<file path="src/sirt_pkg.sv">
// shared types, constants and tables for the signed integer to radix text block
// no dependencies; imported by sirt_ctrl, sirt_datapath and the top level
package sirt_pkg;

   // alphabet size limit; storage always holds 16 bytes
   localparam int MAX_ALPHABET_LEN = 16;
   localparam int ALPHA_BYTES      = 16;
   localparam int ALPHA_CAP        = (MAX_ALPHABET_LEN > ALPHA_BYTES) ? ALPHA_BYTES
                                                                     : MAX_ALPHABET_LEN;

   // port and datapath widths
   localparam int VALUE_WIDTH     = 32;
   localparam int CHAR_WIDTH      = 8;
   localparam int CSR_DATA_WIDTH  = 64;
   localparam int CSR_INDEX_WIDTH = 2;
   localparam int RADIX_WIDTH     = 5;
   localparam int DIGIT_WIDTH     = 4;
   localparam int DIGIT_DEPTH     = 32;
   localparam int DIGIT_IDX_WIDTH = 5;
   localparam int COUNT_WIDTH     = 6;

   // register indexes
   localparam logic [CSR_INDEX_WIDTH-1:0] CSR_ALPHA_LOW  = 2'd0;
   localparam logic [CSR_INDEX_WIDTH-1:0] CSR_ALPHA_HIGH = 2'd1;

   // character codes
   localparam logic [CHAR_WIDTH-1:0] CHAR_PLUS  = 8'h2B;
   localparam logic [CHAR_WIDTH-1:0] CHAR_MINUS = 8'h2D;
   localparam logic [CHAR_WIDTH-1:0] CHAR_SPACE = 8'h20;
   localparam logic [CHAR_WIDTH-1:0] CHAR_WS_LO = 8'd9;
   localparam logic [CHAR_WIDTH-1:0] CHAR_WS_HI = 8'd13;

   // controller to datapath commands
   typedef struct packed {
      logic load;
      logic mul;
      logic fix;
      logic emit_sign;
      logic emit_digit;
   } sirt_cmd_type;

   // datapath to controller status
   typedef struct packed {
      logic radix_zero;
      logic mag_zero;
      logic count_zero;
      logic count_one;
      logic neg;
      logic out_free;
   } sirt_status_type;

   // floor(2^32 / radix) for the reciprocal divide
   function automatic logic [VALUE_WIDTH-1:0] recip_lookup(input logic [RADIX_WIDTH-1:0] radix);
      logic [VALUE_WIDTH-1:0] r;
      case (radix)
         5'd2:    r = 32'd2147483648;
         5'd3:    r = 32'd1431655765;
         5'd4:    r = 32'd1073741824;
         5'd5:    r = 32'd858993459;
         5'd6:    r = 32'd715827882;
         5'd7:    r = 32'd613566756;
         5'd8:    r = 32'd536870912;
         5'd9:    r = 32'd477218588;
         5'd10:   r = 32'd429496729;
         5'd11:   r = 32'd390451572;
         5'd12:   r = 32'd357913941;
         5'd13:   r = 32'd330382099;
         5'd14:   r = 32'd306783378;
         5'd15:   r = 32'd286331153;
         5'd16:   r = 32'd268435456;
         default: r = '0;
      endcase
      return r;
   endfunction

endpackage

</file>
<file path="src/sirt_datapath.sv">
// datapath: alphabet registers and check, reciprocal divider, digit stack, output register
// depends on sirt_pkg; driven by commands from sirt_ctrl
module sirt_datapath (
   input  logic                                    clock,
   input  logic                                    reset,
   input  logic                                    csr_valid,
   input  logic [sirt_pkg::CSR_INDEX_WIDTH-1:0]    csr_index,
   input  logic [sirt_pkg::CSR_DATA_WIDTH-1:0]     csr_wdata,
   input  logic signed [sirt_pkg::VALUE_WIDTH-1:0] req_value,
   input  logic                                    rsp_stall,
   input  sirt_pkg::sirt_cmd_type                  cmd,
   output sirt_pkg::sirt_status_type               status,
   output logic                                    rsp_valid,
   output logic [sirt_pkg::CHAR_WIDTH-1:0]         rsp_out_char,
   output logic                                    rsp_is_last
);
   import sirt_pkg::*;

   logic [CSR_DATA_WIDTH-1:0]  alpha_low_ff;
   logic [CSR_DATA_WIDTH-1:0]  alpha_high_ff;
   logic [CHAR_WIDTH-1:0]      alpha_chr [ALPHA_BYTES];
   logic [RADIX_WIDTH-1:0]     chk_radix;

   logic                       neg_ff;
   logic [VALUE_WIDTH-1:0]     mag_ff;
   logic [VALUE_WIDTH-1:0]     mag_in;
   logic [RADIX_WIDTH-1:0]     radix_ff;
   logic [VALUE_WIDTH-1:0]     recip_ff;
   logic [VALUE_WIDTH-1:0]     prod_hi_ff;
   logic [2*VALUE_WIDTH-1:0]   prod_full;
   logic [VALUE_WIDTH+RADIX_WIDTH-1:0] fix_mul;
   logic [VALUE_WIDTH-1:0]     radix_ext;
   logic [VALUE_WIDTH-1:0]     rem_raw;
   logic [VALUE_WIDTH-1:0]     rem_fix;
   logic [VALUE_WIDTH-1:0]     quot_fix;

   logic [DIGIT_WIDTH-1:0]     digit_ff [DIGIT_DEPTH];
   logic [COUNT_WIDTH-1:0]     count_ff;
   logic [COUNT_WIDTH-1:0]     count_in;
   logic [COUNT_WIDTH-1:0]     count_dec;
   logic [DIGIT_IDX_WIDTH-1:0] rd_idx;

   logic                       rsp_valid_ff;
   logic                       rsp_valid_in;
   logic [CHAR_WIDTH-1:0]      rsp_char_ff;
   logic                       rsp_last_ff;

   // configuration registers
   always_ff @(posedge clock) begin
      if (reset) begin
         alpha_low_ff  <= '0;
         alpha_high_ff <= '0;
      end else if (csr_valid) begin
         unique case (csr_index)
            CSR_ALPHA_LOW:  alpha_low_ff  <= csr_wdata;
            CSR_ALPHA_HIGH: alpha_high_ff <= csr_wdata;
            default: ;
         endcase
      end
   end

   // split the registers into alphabet bytes
   always_comb begin
      for (int i = 0; i < ALPHA_BYTES / 2; i++) begin
         alpha_chr[i]                   = alpha_low_ff[CHAR_WIDTH*i +: CHAR_WIDTH];
         alpha_chr[i + ALPHA_BYTES / 2] = alpha_high_ff[CHAR_WIDTH*i +: CHAR_WIDTH];
      end
   end

   // alphabet length and validity; radix is zero when the alphabet is unusable
   always_comb begin
      logic                   run;
      logic [ALPHA_BYTES-1:0] in_alpha;
      logic [RADIX_WIDTH-1:0] len;
      logic                   bad;
      logic                   dup;
      run = 1'b1;
      len = '0;
      bad = 1'b0;
      dup = 1'b0;
      for (int i = 0; i < ALPHA_BYTES; i++) begin
         run         = run & (alpha_chr[i] != '0) & (i < ALPHA_CAP);
         in_alpha[i] = run;
         len         = len + RADIX_WIDTH'(run);
      end
      for (int i = 0; i < ALPHA_BYTES; i++) begin
         if (in_alpha[i] && (alpha_chr[i] == CHAR_PLUS || alpha_chr[i] == CHAR_MINUS ||
                             alpha_chr[i] == CHAR_SPACE ||
                             (alpha_chr[i] >= CHAR_WS_LO && alpha_chr[i] <= CHAR_WS_HI)))
            bad = 1'b1;
      end
      for (int i = 0; i < ALPHA_BYTES; i++) begin
         for (int j = i + 1; j < ALPHA_BYTES; j++) begin
            if (in_alpha[j] && alpha_chr[i] == alpha_chr[j])
               dup = 1'b1;
         end
      end
      chk_radix = (len >= RADIX_WIDTH'(2) && !bad && !dup) ? len : '0;
   end

   // reciprocal product and quotient correction
   assign prod_full = mag_ff * recip_ff;
   assign radix_ext = {{(VALUE_WIDTH-RADIX_WIDTH){1'b0}}, radix_ff};
   assign fix_mul   = {{RADIX_WIDTH{1'b0}}, prod_hi_ff} *
                      {{VALUE_WIDTH{1'b0}}, radix_ff};
   assign rem_raw   = mag_ff - fix_mul[VALUE_WIDTH-1:0];

   always_comb begin
      if (rem_raw >= radix_ext) begin
         rem_fix  = rem_raw - radix_ext;
         quot_fix = prod_hi_ff + VALUE_WIDTH'(1);
      end else begin
         rem_fix  = rem_raw;
         quot_fix = prod_hi_ff;
      end
   end

   // magnitude and digit count next values
   assign count_dec = count_ff - COUNT_WIDTH'(1);
   assign rd_idx    = count_dec[DIGIT_IDX_WIDTH-1:0];

   always_comb begin
      mag_in   = mag_ff;
      count_in = count_ff;
      if (cmd.load) begin
         mag_in   = req_value[VALUE_WIDTH-1] ? VALUE_WIDTH'(-req_value)
                                             : VALUE_WIDTH'(req_value);
         count_in = '0;
      end else if (cmd.fix) begin
         mag_in   = quot_fix;
         count_in = count_ff + COUNT_WIDTH'(1);
      end else if (cmd.emit_digit) begin
         count_in = count_dec;
      end
   end

   // digit count
   always_ff @(posedge clock) begin
      if (reset) begin
         count_ff <= '0;
      end else begin
         count_ff <= count_in;
      end
   end

   // operand, product and digit stack registers
   always_ff @(posedge clock) begin
      mag_ff <= mag_in;
      if (cmd.load) begin
         neg_ff   <= req_value[VALUE_WIDTH-1];
         radix_ff <= chk_radix;
         recip_ff <= recip_lookup(chk_radix);
      end
      if (cmd.mul) begin
         prod_hi_ff <= prod_full[2*VALUE_WIDTH-1:VALUE_WIDTH];
      end
      if (cmd.fix) begin
         digit_ff[count_ff[DIGIT_IDX_WIDTH-1:0]] <= rem_fix[DIGIT_WIDTH-1:0];
      end
   end

   // output register
   always_comb begin
      rsp_valid_in = rsp_valid_ff && rsp_stall;
      if (cmd.emit_sign || cmd.emit_digit)
         rsp_valid_in = 1'b1;
   end

   always_ff @(posedge clock) begin
      if (reset) begin
         rsp_valid_ff <= 1'b0;
      end else begin
         rsp_valid_ff <= rsp_valid_in;
      end
   end

   always_ff @(posedge clock) begin
      if (cmd.emit_sign) begin
         rsp_char_ff <= CHAR_MINUS;
         rsp_last_ff <= 1'b0;
      end else if (cmd.emit_digit) begin
         rsp_char_ff <= alpha_chr[digit_ff[rd_idx]];
         rsp_last_ff <= (count_ff == COUNT_WIDTH'(1));
      end
   end

   assign rsp_valid    = rsp_valid_ff;
   assign rsp_out_char = rsp_char_ff;
   assign rsp_is_last  = rsp_last_ff;

   // status to the controller
   assign status.radix_zero = (radix_ff == '0);
   assign status.mag_zero   = (mag_ff == '0);
   assign status.count_zero = (count_ff == '0);
   assign status.count_one  = (count_ff == COUNT_WIDTH'(1));
   assign status.neg        = neg_ff;
   assign status.out_free   = !rsp_valid_ff || !rsp_stall;

endmodule

</file>
<file path="src/sirt_ctrl.sv">
// controller state machine: sequences accept, digit divide loop and character emission
// depends on sirt_pkg; drives commands into sirt_datapath
module sirt_ctrl (
   input  logic                      clock,
   input  logic                      reset,
   input  logic                      req_valid,
   output logic                      req_stall,
   input  sirt_pkg::sirt_status_type status,
   output sirt_pkg::sirt_cmd_type    cmd
);
   import sirt_pkg::*;

   localparam logic [2:0] ST_IDLE  = 3'd0;
   localparam logic [2:0] ST_START = 3'd1;
   localparam logic [2:0] ST_MUL   = 3'd2;
   localparam logic [2:0] ST_FIX   = 3'd3;
   localparam logic [2:0] ST_SIGN  = 3'd4;
   localparam logic [2:0] ST_EMIT  = 3'd5;

   logic [2:0] state_ff;
   logic [2:0] state_in;

   // next state and commands
   always_comb begin
      state_in = state_ff;
      cmd      = '0;
      unique case (state_ff)
         ST_IDLE: begin
            if (req_valid) begin
               cmd.load = 1'b1;
               state_in = ST_START;
            end
         end
         ST_START: begin
            state_in = status.radix_zero ? ST_IDLE : ST_MUL;
         end
         ST_MUL: begin
            if (!status.count_zero && status.mag_zero) begin
               state_in = ST_SIGN;
            end else begin
               cmd.mul  = 1'b1;
               state_in = ST_FIX;
            end
         end
         ST_FIX: begin
            cmd.fix  = 1'b1;
            state_in = ST_MUL;
         end
         ST_SIGN: begin
            if (!status.neg) begin
               state_in = ST_EMIT;
            end else if (status.out_free) begin
               cmd.emit_sign = 1'b1;
               state_in      = ST_EMIT;
            end
         end
         ST_EMIT: begin
            if (status.out_free) begin
               cmd.emit_digit = 1'b1;
               if (status.count_one)
                  state_in = ST_IDLE;
            end
         end
         default: state_in = ST_IDLE;
      endcase
   end

   // state register
   always_ff @(posedge clock) begin
      if (reset) begin
         state_ff <= ST_IDLE;
      end else begin
         state_ff <= state_in;
      end
   end

   assign req_stall = (state_ff != ST_IDLE);

endmodule

</file>
<file path="src/signed_integer_to_radix_text.sv">
// Signed integer to radix text converter.
// Request channel (req_valid/req_stall/req_value) takes one signed 32-bit value per
// transaction. Response channel (rsp_valid/rsp_stall) returns one character per
// transaction: an optional '-' then the digits most significant first, rsp_is_last
// set on the final character. csr_* writes the two alphabet registers (index 0:
// bytes 0-7, index 1: bytes 8-15); csr_ready is always high.
// The alphabet ends at the first zero byte; an alphabet shorter than two characters,
// with a repeated character, or holding '+', '-', space or 9..13 yields no output.
// Sequence: one value at a time. The value is accepted and the alphabet checked, then
// each digit passes through the reciprocal multiply and the correction unit, a further
// step detects the end of the digits, the sign step loads the '-' once the output is
// free or passes by when the value is positive, then one digit is emitted per cycle
// while the output is free; a value has up to 32 digits for radix 2, 10 for radix 10.
// A rejected alphabet returns to idle after the check. The next value is taken once the
// last character is loaded into the output register, while that character still waits.
// Reset clears the alphabet to empty, the controller to idle and the output valid.
// A stalled response holds its character and holds the controller when it has one to load.
// No clearing pass is needed after reset.
module signed_integer_to_radix_text (
   input  logic                                    clock,
   input  logic                                    reset,
   input  logic                                    req_valid,
   output logic                                    req_stall,
   input  logic signed [sirt_pkg::VALUE_WIDTH-1:0] req_value,
   output logic                                    rsp_valid,
   input  logic                                    rsp_stall,
   output logic [sirt_pkg::CHAR_WIDTH-1:0]         rsp_out_char,
   output logic                                    rsp_is_last,
   input  logic                                    csr_valid,
   output logic                                    csr_ready,
   input  logic [sirt_pkg::CSR_INDEX_WIDTH-1:0]    csr_index,
   input  logic [sirt_pkg::CSR_DATA_WIDTH-1:0]     csr_wdata
);
   import sirt_pkg::*;

   sirt_cmd_type    cmd;
   sirt_status_type status;

   assign csr_ready = 1'b1;

   // sequencing
   sirt_ctrl u_ctrl (
      .clock     (clock),
      .reset     (reset),
      .req_valid (req_valid),
      .req_stall (req_stall),
      .status    (status),
      .cmd       (cmd)
   );

   // divide, digit stack and output
   sirt_datapath u_datapath (
      .clock        (clock),
      .reset        (reset),
      .csr_valid    (csr_valid),
      .csr_index    (csr_index),
      .csr_wdata    (csr_wdata),
      .req_value    (req_value),
      .rsp_stall    (rsp_stall),
      .cmd          (cmd),
      .status       (status),
      .rsp_valid    (rsp_valid),
      .rsp_out_char (rsp_out_char),
      .rsp_is_last  (rsp_is_last)
   );

`ifndef SYNTH
   // an accepted value keeps the block busy in the next cycle
   assert property (@(posedge clock) disable iff (reset)
      (req_valid && !req_stall) |=> req_stall)
      else $error("block not busy after accepting a value");

   // characters are only loaded into a free output slot
   assert property (@(posedge clock) disable iff (reset)
      (cmd.emit_sign || cmd.emit_digit) |-> status.out_free)
      else $error("character loaded over a pending response");

   // the final digit returns the controller to idle
   assert property (@(posedge clock) disable iff (reset)
      (cmd.emit_digit && status.count_one) |=> !req_stall)
      else $error("controller not idle after the final character");
`endif

endmodule
</file>
<file path="config.mk">
export PLATFORM = sky130hd
export DESIGN_NAME = signed_integer_to_radix_text
export DESIGN_NICKNAME = d
export VERILOG_FILES = /design/src/sirt_pkg.sv /design/src/sirt_datapath.sv /design/src/sirt_ctrl.sv /design/src/signed_integer_to_radix_text.sv
export SDC_FILE = /design/constraint.sdc
export NUM_CORES = 2
export LEC_CHECK = 0
export BUFFER_PORTS_ARGS = -buffer_cell sky130_fd_sc_hd__buf_4
export CAP_MARGIN = 0
export CORE_UTILIZATION = 37
export DETAILED_ROUTE_END_ITERATION = 12
export PLACE_DENSITY = 0.57
export RECOVER_POWER = 25
export SYNTH_ARGS = -nofsm -noshare
export SYNTH_HDL_FRONTEND = slang
export SYNTH_SLANG_ARGS = --single-unit
</file>
<file path="constraint.sdc">
create_clock -name clock -period 13.7 [get_ports clock]
set_input_delay 0.685 -clock clock [delete_from_list [all_inputs] [get_ports clock]]
set_output_delay 0.685 -clock clock [all_outputs]
set_load 0.02 [all_outputs]
</file>
==> results.ini <==
[worst_setup_path]
r2r-end = u_datapath.prod_hi_ff[31]
slowest_stage = edfxtp_1
r2r_start = u_datapath.recip_ff[22]
critPathMaxStageDelay_ns = 1.01
critical_path_class = reg2reg
crit_path_end_kind = register
r2r_cells = 28
arrival_ns = 10.07
critPathLaunchType = register
required_ns = 14.10
cpMostUsedCell = fa_1
r2r_slack_ns = 4.02
path_max_fanout = 15

[clocking]
cts_tree = done
ctsLongestPathBuffers = 3
cts.repair.resized = 0
root_buffer = clkbuf_16
htreeDepth = 2
clk_latency_ns = 0.66
cts_sinks = 367
cts_made_buffers = 43
cts_setup_buffers = 0
clkTransAtPathRegs_ns = 0.07
ctsHoldBuffers = 0

[timing]
tns_ns = 0
hold_viol_final = 0
tightest_slew_ns = 3.357
finalSetupViolCount = 0
period_needed_ns = 9.676
slew_violations = 190
fin_crit_sh_pct = 70.62
slew_headroom_pct = -123.8
rsz0062_at_grt = no
max_freq_mhz = 103.4
hold_slack_ns = 0.3013
skew_ns = 0.04228

[worst_hold_path]
hp-start = csr_wdata[36]
hold_path_class = in2reg
hold_end = u_datapath.alpha_high_ff[36]
hold_depth = 3

[finish]
post-route-util_pct = 39.93
fin_nets = 8574
syn_to_final_growth_pct = 7.264
n_fill_cell = 17690
final_cell_count_no_fill = 9516
drive_gt1_share_pct = 6.467
seq_area_um2 = 9550
multi_input_area_um2 = 49640

[yosys]
synth_area_leaders = fa_1 (31%), edfxtp_1 (10%), xor2_1 (7.8%)
synth_cell_types = 87
ys.flop_type = edfxtp_1
avgSynthCellArea_um2 = 8.972
syn_inst = 7307
synth_edf_count = 220
ys_ff_latch = 367
synth_top_area_share_pct = 31.02
yosysTopAreaCell = fa_1
synth_nets = 8739
synth-async-reset-ratio_pct = 0
ys_warn_count = 0
synth-seq-area-share_pct = 14.57
syn_area_um2 = 65560

[grt]
grtUsageTotal_pct = 25.49
antenna_found_initial = 3
grt_max_degree = 75
grt_overflow = 0
grt_pass1_wl_um = 346700
grt_pass1_vias = 54310

[run_status]
status = complete, but fails checks
violations = capacitance limit, slew limit

[route]
drc = 0
detail_route.wl_per_cell_um = 23.97
wl_um = 228100
avgViaCountPerCell = 5.483
drt_pass1_iterations = 6
ant_nets = 0
via_count = 52180
initialDrtViolationCount = 5027

[floorplan]
core_um2 = 176100
io_pins = 115
fp-row-count = 154
die_x_um = 422.9
dieArea_um2 = 178900
initial_core_util_pct = 37.23
die_h_um = 422.9

[placement]
place.gp.congestion = 0.9624
io_buffers = 113
hpwl_um = 163300
dpl.cell_count = 9437

[job]
maxCapViolations = 4

==> worst max path at each step <==
stage / startpoint / to / slack, ns
after global routing: u_datapath.recip_ff[26] / u_datapath.prod_hi_ff[25] / 3.49
final: u_datapath.recip_ff[22] / u_datapath.prod_hi_ff[31] / 4.02
after floorplan: u_datapath.mag_ff[15] / u_datapath.prod_hi_ff[31] / 5.87
after detailed placement: u_datapath.recip_ff[26] / u_datapath.prod_hi_ff[31] / 4.12
after global placement: u_datapath.recip_ff[26] / u_datapath.prod_hi_ff[31] / 4.22
after CTS: u_datapath.recip_ff[26] / u_datapath.prod_hi_ff[31] / 4.09
==> registers in the layout, indices dropped and copies added (netlist names) <==
signal / cells
u_datapath.prod_hi_ff: 32
u_datapath.alpha_low_ff: 64
u_datapath.rsp_is_last: 1
u_ctrl.state_ff: 3
u_datapath.count_ff: 6
u_datapath.mag_ff: 32
u_datapath.digit_ff: 128
u_datapath.rsp_valid: 1
u_datapath.recip_ff: 22
u_datapath.neg_ff: 1
u_datapath.rsp_out_char: 8
u_datapath.radix_ff: 5
u_datapath.alpha_high_ff: 64
==> layout by cell type, fill, tap and decap left out, types with 9 or more instances in the layout <==
| cell type | n |
|---|---|
| a211oi_1 | 40 |
| a21o_1 | 19 |
| a21oi_1 | 319 |
| a31oi_1 | 25 |
| and2_1 | 380 |
| and3_1 | 20 |
| and4_1 | 10 |
| buf_4 | 308 |
| clkbuf_1 | 20 |
| clkbuf_16 | 44 |
| dfxtp_1 | 146 |
| edfxtp_1 | 220 |
| fa_1 | 1016 |
| ha_1 | 313 |
| inv_1 | 1148 |
| mux2i_1 | 30 |
| mux4_2 | 48 |
| nand2_1 | 941 |
| nand2b_1 | 17 |
| nand3_1 | 45 |
| nand4_1 | 139 |
| nor2_1 | 163 |
| nor2b_1 | 40 |
| nor3_1 | 54 |
| nor4_1 | 174 |
| o2111ai_1 | 14 |
| o211ai_1 | 13 |
| o21a_1 | 9 |
| o21ai_0 | 128 |
| o31ai_1 | 15 |
| or3_1 | 28 |
| or4_1 | 21 |
| xnor2_1 | 507 |
| xor2_1 | 587 |
==> routing by layer <==
layer  share of wire [%]  track usage [%]
met5                   0                0
met4                 5.1            11.40
met1                  40            33.48
met3                 8.3            3.800
met2                  46            41.51
==> cell usage after synthesis (all sizes together), types with 20 or more instances <==
cell type  number
and2          380
edfxtp        220
xor2          587
nor2b          40
fa           1016
o21ai         134
xnor2         507
nand4         139
nand2         941
nor3           56
and3           20
nor2          163
or4            24
nor4          177
ha            313
a21oi         319
mux4           48
nand3          45
a31oi          25
buf           210
inv          1148
mux2i          33
dfxtp         147
clkbuf        323
a211oi         41
or3            32
==> through the flow <==
step	area [um2]	worst slack, ns
floorplan	65560	5.874
CTS	70380	4.090
detailed placement	68860	4.124
global route	70320	3.487
finish	70320	4.024
global placement	68860	4.222
==> layout make-up <==
type | count | area share, %
Antenna cell | 1 | 0.003559
Clock buffer | 52 | 1.651
Clock inverter | 26 | 0.5124
Inverter | 1148 | 6.128
Multi-Input combinational cell | 5259 | 70.59
Sequential cell | 367 | 13.58
Tap cell | 2340 | 4.163
Timing Repair Buffer | 323 | 3.368
==> kinds of logic after synthesis <==
family	Yosys count	synth area share, %
compound gates	677	6.172
mux	83	2.187
other cells	1	0.005720
xor+xnor	1094	14.62
fa+ha+maj	1329	37.00
flops	367	14.57
simple gates	2075	15.65
buf+inv	1681	9.810
==> worst max-delay path: cells and delay by family (launching register included) <==
family                     cells  cell delay (ns)
AOI/OAI and AO/OA             10             3.07
adders and majority gates      9             4.35
buffers and inverters          6             0.57
DFF                            1             1.01
and+or+nand+nor                2             0.30
xor gates and xnor gates       1             0.09
Power is left out: the tool's default activity adds up to more than one toggle a clock period on the data nets, which glitch-free logic cannot reach.
